### src/design/vsk_pkg.sv
`timescale 1ns / 1ps
// ----------------------------------------------------------------------------
// vsk_pkg
// Types, codes and saturation helpers for the vertex skinning unit.
// ----------------------------------------------------------------------------
package vsk_pkg;

	localparam int MAX_BONES_DEF = 128;
	localparam int MAT_SLOTS     = 12;

	localparam logic [1:0] OP_LOAD  = 2'd0;
	localparam logic [1:0] OP_VEC   = 2'd1;
	localparam logic [1:0] OP_APPLY = 2'd2;
	localparam logic [1:0] OP_NOP   = 2'd3;

	localparam logic [1:0] KIND_POS  = 2'd0;
	localparam logic [1:0] KIND_NRM  = 2'd1;
	localparam logic [1:0] KIND_TAN  = 2'd2;
	localparam logic [1:0] KIND_NONE = 2'd3;

	// check selectors
	localparam logic [1:0] CHK_NRM = 2'd0;
	localparam logic [1:0] CHK_TAN = 2'd1;
	localparam logic [1:0] CHK_DOT = 2'd2;

	// Q32.32 limits: 0.81, 1.21 and 0.95
	localparam logic signed [65:0] LEN2_LOW  = 66'sd3478923510;
	localparam logic signed [65:0] LEN2_HIGH = 66'sd5196910428;
	localparam logic signed [65:0] DOT_LIMIT = 66'sd4080218931;

	typedef struct packed {
		logic [1:0]         operation;
		logic [6:0]         bone_number;
		logic [3:0]         matrix_slot;
		logic signed [31:0] element_value;
		logic [1:0]         vector_kind;
		logic signed [31:0] comp_x;
		logic signed [31:0] comp_y;
		logic signed [31:0] comp_z;
		logic               handedness_in;
		logic [16:0]        blend_weight;
		logic               last_influence;
	} vsk_req_t;

	typedef struct packed {
		logic signed [31:0] pos_x;
		logic signed [31:0] pos_y;
		logic signed [31:0] pos_z;
		logic signed [31:0] nrm_x;
		logic signed [31:0] nrm_y;
		logic signed [31:0] nrm_z;
		logic signed [31:0] tan_x;
		logic signed [31:0] tan_y;
		logic signed [31:0] tan_z;
		logic               handedness_out;
		logic               bad_vertex;
	} vsk_rsp_t;

	typedef struct packed {
		logic       accept;
		logic       mem_rd;
		logic       row_cap;
		logic       acc_init;
		logic       mul;
		logic       chk;
		logic       acc_add;
		logic       wmul;
		logic       wadd;
		logic       chk_init;
		logic       chk_add;
		logic       chk_eval;
		logic       out_load;
		logic [1:0] r;
		logic [1:0] k;
		logic [1:0] c;
		logic [1:0] j;
	} vsk_cmd_t;

	typedef struct packed {
		logic is_apply;
		logic bone_ok;
		logic last_now;
		logic last_q;
	} vsk_sts_t;

	function automatic logic signed [31:0] sat32_50(input logic signed [49:0] v);
		if (v > 50'sd2147483647)
			return 32'sh7FFFFFFF;
		else if (v < -50'sd2147483648)
			return 32'sh80000000;
		else
			return signed'(v[31:0]);
	endfunction

	function automatic logic signed [31:0] sat32_48(input logic signed [47:0] v);
		if (v > 48'sd2147483647)
			return 32'sh7FFFFFFF;
		else if (v < -48'sd2147483648)
			return 32'sh80000000;
		else
			return signed'(v[31:0]);
	endfunction

	function automatic logic signed [47:0] sat48_49(input logic signed [48:0] v);
		if (v > 49'sh0_7FFF_FFFF_FFFF)
			return 48'sh7FFF_FFFF_FFFF;
		else if (v < -49'sh0_8000_0000_0000)
			return 48'sh8000_0000_0000;
		else
			return signed'(v[47:0]);
	endfunction

endpackage

### src/design/vsk_ctrl.sv
`timescale 1ns / 1ps
// ----------------------------------------------------------------------------
// vsk_ctrl
// Sequencer: walks matrix rows, vertex vectors and the check terms.
// ----------------------------------------------------------------------------
module vsk_ctrl (
	input  logic             clk,
	input  logic             arst_n,
	input  logic             req_valid,
	output logic             req_stall,
	input  logic             rsp_stall,
	output logic             rsp_valid,
	input  vsk_pkg::vsk_sts_t sts,
	output vsk_pkg::vsk_cmd_t cmd
);
	import vsk_pkg::*;

	localparam logic [3:0] ST_IDLE  = 4'd0;
	localparam logic [3:0] ST_RDA   = 4'd1;
	localparam logic [3:0] ST_RDW   = 4'd2;
	localparam logic [3:0] ST_ACCI  = 4'd3;
	localparam logic [3:0] ST_MUL   = 4'd4;
	localparam logic [3:0] ST_ADD   = 4'd5;
	localparam logic [3:0] ST_WMUL  = 4'd6;
	localparam logic [3:0] ST_WADD  = 4'd7;
	localparam logic [3:0] ST_CINIT = 4'd8;
	localparam logic [3:0] ST_CMUL  = 4'd9;
	localparam logic [3:0] ST_CADD  = 4'd10;
	localparam logic [3:0] ST_CEVAL = 4'd11;
	localparam logic [3:0] ST_OUT   = 4'd12;

	logic [3:0] state_q;
	logic [1:0] r_q, k_q, c_q, j_q;
	logic       out_free;

	assign out_free  = !rsp_valid || !rsp_stall;
	assign req_stall = (state_q != ST_IDLE);

	always_comb begin
		cmd          = '0;
		cmd.r        = r_q;
		cmd.k        = k_q;
		cmd.c        = c_q;
		cmd.j        = j_q;
		cmd.accept   = req_valid && (state_q == ST_IDLE);
		cmd.mem_rd   = (state_q == ST_RDA);
		cmd.row_cap  = (state_q == ST_RDW);
		cmd.acc_init = (state_q == ST_ACCI);
		cmd.mul      = (state_q == ST_MUL) || (state_q == ST_CMUL);
		cmd.chk      = (state_q == ST_CMUL);
		cmd.acc_add  = (state_q == ST_ADD);
		cmd.wmul     = (state_q == ST_WMUL);
		cmd.wadd     = (state_q == ST_WADD);
		cmd.chk_init = (state_q == ST_CINIT);
		cmd.chk_add  = (state_q == ST_CADD);
		cmd.chk_eval = (state_q == ST_CEVAL);
		cmd.out_load = (state_q == ST_OUT) && out_free;
	end

	always_ff @(posedge clk or negedge arst_n) begin
		if (!arst_n) begin
			state_q   <= ST_IDLE;
			r_q       <= '0;
			k_q       <= '0;
			c_q       <= '0;
			j_q       <= '0;
			rsp_valid <= 1'b0;
		end else begin
			if (cmd.out_load)
				rsp_valid <= 1'b1;
			else if (!rsp_stall)
				rsp_valid <= 1'b0;

			case (state_q)
				ST_IDLE: begin
					r_q <= '0;
					k_q <= '0;
					c_q <= '0;
					j_q <= '0;
					if (cmd.accept && sts.is_apply) begin
						if (sts.bone_ok)
							state_q <= ST_RDA;
						else if (sts.last_now)
							state_q <= ST_CINIT;
					end
				end
				ST_RDA: state_q <= ST_RDW;
				ST_RDW: begin
					if (c_q == 2'd3) begin
						k_q     <= '0;
						state_q <= ST_ACCI;
					end else begin
						c_q     <= c_q + 2'd1;
						state_q <= ST_RDA;
					end
				end
				ST_ACCI: begin
					c_q     <= '0;
					state_q <= ST_MUL;
				end
				ST_MUL: state_q <= ST_ADD;
				ST_ADD: begin
					if (c_q == 2'd2) begin
						state_q <= ST_WMUL;
					end else begin
						c_q     <= c_q + 2'd1;
						state_q <= ST_MUL;
					end
				end
				ST_WMUL: state_q <= ST_WADD;
				ST_WADD: begin
					if (k_q != 2'd2) begin
						k_q     <= k_q + 2'd1;
						state_q <= ST_ACCI;
					end else if (r_q != 2'd2) begin
						r_q     <= r_q + 2'd1;
						c_q     <= '0;
						state_q <= ST_RDA;
					end else if (sts.last_q) begin
						j_q     <= '0;
						state_q <= ST_CINIT;
					end else begin
						state_q <= ST_IDLE;
					end
				end
				ST_CINIT: begin
					c_q     <= '0;
					state_q <= ST_CMUL;
				end
				ST_CMUL: state_q <= ST_CADD;
				ST_CADD: begin
					if (c_q == 2'd2) begin
						state_q <= ST_CEVAL;
					end else begin
						c_q     <= c_q + 2'd1;
						state_q <= ST_CMUL;
					end
				end
				ST_CEVAL: begin
					if (j_q == CHK_DOT) begin
						state_q <= ST_OUT;
					end else begin
						j_q     <= j_q + 2'd1;
						state_q <= ST_CINIT;
					end
				end
				ST_OUT: begin
					if (out_free)
						state_q <= ST_IDLE;
				end
				default: state_q <= ST_IDLE;
			endcase
		end
	end

endmodule

### config.mk
export PLATFORM = sky130hd
export DESIGN_NAME = vsk_ctrl
export DESIGN_NICKNAME = d
export VERILOG_FILES = /design/src/design/vsk_pkg.sv /design/src/design/vsk_ctrl.sv
export SDC_FILE = /design/constraint.sdc
export NUM_CORES = 1
export LEC_CHECK = 0
export BUFFER_PORTS_ARGS = -buffer_cell sky130_fd_sc_hd__buf_2
export CORE_MARGIN = 4
export CORE_UTILIZATION = 49
export CTS_CLUSTER_SIZE = 20
export DETAILED_ROUTE_END_ITERATION = 10
export PLACE_DENSITY = 0.88
export SETUP_SLACK_MARGIN = 0.05
export SYNTH_ARGS = -nofsm -noshare
export SYNTH_HDL_FRONTEND = slang
export SYNTH_SLANG_ARGS = --single-unit
### constraint.sdc
create_clock -name clk -period 2.4 [get_ports clk]
set_clock_uncertainty 0.05 [all_clocks]
set_input_delay 0.12 -clock clk [delete_from_list [all_inputs] [get_ports clk]]
set_output_delay 0.12 -clock clk [all_outputs]
set_load 0.02 [all_outputs]
==> run metrics <==
Crit Path Category=flop to output pin; CP startpoint kind=flop; status=finished, final reports clean; initial antenna violation count=0; CTS sink cnt=13; layout cell share with drive strength beyond 1=0.281; DR pass1 iterations=4; Crit path required time=2230 ps; crit-path max cell delay=700 ps; H-tree levels=1; Tmin final=2000 ps; width of the die=51.2 um; crit-path cells=nand2b_1, mux2_2, nor2_1, buf_2; R2R Path End=c_q[1]; final hold viol count=0; hold_sp=rsp_stall; setup slack, reg-to-reg=440 ps; Final period util=0.834; Worst Reg-to-Reg Cells=4; drt total wl=2240 um; Synth Cell Area=915 um^2; 1st-iter DRT viols=28; die area=0.00262 mm^2; Peak VDD IR=0.683 mV; CTS tree=done; mux cell area share after synthesis=0.0862; Unique masters post-synth=33; IO Pins=31; DP Wirelength=1660 um; commonest cells after routing, fill and taps aside=buf_2 (30), nor2_1 (13), dfrtp_1 (13); GRT Total Usage=0.189; Critical R2R Launch=state_q[3]; CTS Root Cell=clkbuf_4; IO buf count=30; flops & latches, synth=13; Post-DRT Antenna Nets=0; largest net degree at the start of global routing=20; adder-cell share of the synthesized area=0.0684; routed len/inst=13.7 um; Final GP Congestion=0.773; max_cap viols=0; Clock Latency Late Sink=290 ps; RSZ-0062 raised after global routing=no; setup violators final=0; Hold EP=rsp_valid; Synth Area in Simple Gates=0.275; Slowest cell on crit path=dfrtp_1; xor/xnor share of the synthesized area=0; YS warnings=0; Pwr Total=1.27 mW; register area share after synthesis=0.356; Worst Tran Pin Value=553 ps; Clock Tree Buf Depth=2; first-pass GRT wire length=3680 um; Area growth, synth to finish=20.1%; LEAKAGE=0.552 nW; total CTS buffers=3; commonest non-fill, non-tap cell in the layout=buf_2; Overflow after GRT=0; top achievable clock speed=500 MHz; Vias/cell=5.49; normalized max-slew margin=0.631; Synth Instances=111; Starting Density=0.524; DIE HEIGHT=51.2 um; Nets=153; vias in the first global route=833; largest family of logic cells by synthesized area=simple AND/OR/NAND/NOR gates; # fillers=158; largest cells by area after synthesis=dfrtp_1 (36%), ha_1 (6.8%), nor2_1 (5.3%); synthesized net count=124; fin. max-slew vios=0; area occupied by multi-input gates=514 um^2; Setup TNS=0 ps; hold depth=3; area occupied by registers=325 um^2; Mean Syn Cell Area=8.24 um^2; worst hold path type=input pin to flop; Synth area leader=dfrtp_1; Pwr Density=1160 mW/mm^2; antenna cells=0; worst endpoint data arrival time=1830 ps; DRC violations left=0; Core ar.=0.00175 mm^2; Rows=15; detailed-route via count=900; worst-path fanout max=18; clock-pin slew of the registers on the worst-case setup and hold paths=80 ps; CP endpoint kind=output pin; top-area cell type share of the netlist area=0.356; Synth Area in Compound Gates=0.133
==> registers in the layout, summed over array words and instances (netlist names) <==
signal and flops:
state_q 4, j_q 2, c_q 2, rsp_valid 1
r_q 2, k_q 2
==> Yosys cell counts <==
cell and number:
o32ai_1 1, nor2_1 13, buf_6 1, dfrtp_1 13
inv_1 9, o21ai_0 3, nor4_1 1, o21bai_1 1
clkbuf_1 3, nor3_1 5, a21oi_1 7, clkbuf_2 1
o2bb2ai_1 1, mux2_4 1, nand4_1 2, mux2_2 1
a221oi_1 1, buf_2 2, nand2b_1 5, nand3_1 3
or2_2 2, and2_1 1, a32oi_1 2, ha_1 5
buf_1 1, o211ai_1 1, nand2_1 12, nand4b_1 2
mux2i_1 3, mux2_1 2, o22ai_1 2, and4bb_2 1
or3_1 3
==> metrics by stage <==
step / hold slack, ps / utilization / worst slack, ps / instance area, um^2 / instances
detailed placement: -18.9 / 0.609 / 478 / 1060 / 159
finish: 23.1 / 0.629 / 399 / 1100 / 164
CTS: 30.3 / 0.629 / 432 / 1100 / 164
global route: 41.3 / 0.629 / 274 / 1100 / 164
global placement: -25.4 / 0.609 / 564 / 1060 / 159
floorplan: -226 / - / 544 / 915 / 111
==> worst max-delay path, delay by kind of cell (launching register included) <==
kind	cells	cell delay (ps)
buffers and inverters	1	180
DFF	1	700
muxes	1	320
and+or+nand+nor	2	340
==> logic make-up after synthesis <==
family                     count (synthesis)
muxes                                      7
DFF                                       13
buffers and inverters                     17
AOI/OAI and AO/OA                         19
and+or+nand+nor                           50
adders and majority gates                  5
==> power breakdown <==
part           internal, mW  switching (mW)
Combinational         0.286           0.393
Clock                0.0647          0.0791
Sequential            0.286           0.167
Total                 0.636           0.638
==> timing repair <==
item | 4_1_cts | 5_1_grt
endpoints found under the setup margin | 0 | 0
gates resized for setup | 0 | 0
hold endpoints to repair | 13 | 0
hold buffers | 1 | 0
buffers inserted | 0 | 0
==> worst max-delay path by stage <==
stage,start,end,slack [ps],cells past startpoint
after CTS,state_q[3],cmd[16],430,4
after global placement,state_q[3],c_q[0],560,4
after floorplan,c_q[0],c_q[0],540,6
final,state_q[3],cmd[16],400,4
after detailed placement,state_q[3],c_q[1],480,4
after global routing,state_q[3],cmd[16],270,4
==> layout make-up <==
class                           count  share of cell area
Inverter                            9              0.0308
Timing Repair Buffer               32               0.153
Tap cell                           25              0.0285
Sequential cell                    13               0.296
Multi-Input combinational cell     81               0.468
Clock buffer                        4              0.0239
==> metal layers <==
layer  vias up  global-route usage  wire, um  share of wire
met5         -                   0         0              0
met4         0               0.112        65          0.029
met3         9              0.0496       127          0.057
met2        36               0.292      1060           0.47
met1       415               0.233       991           0.44
li1        440                   -         -              -
Power figures use the tool's default switching activity.
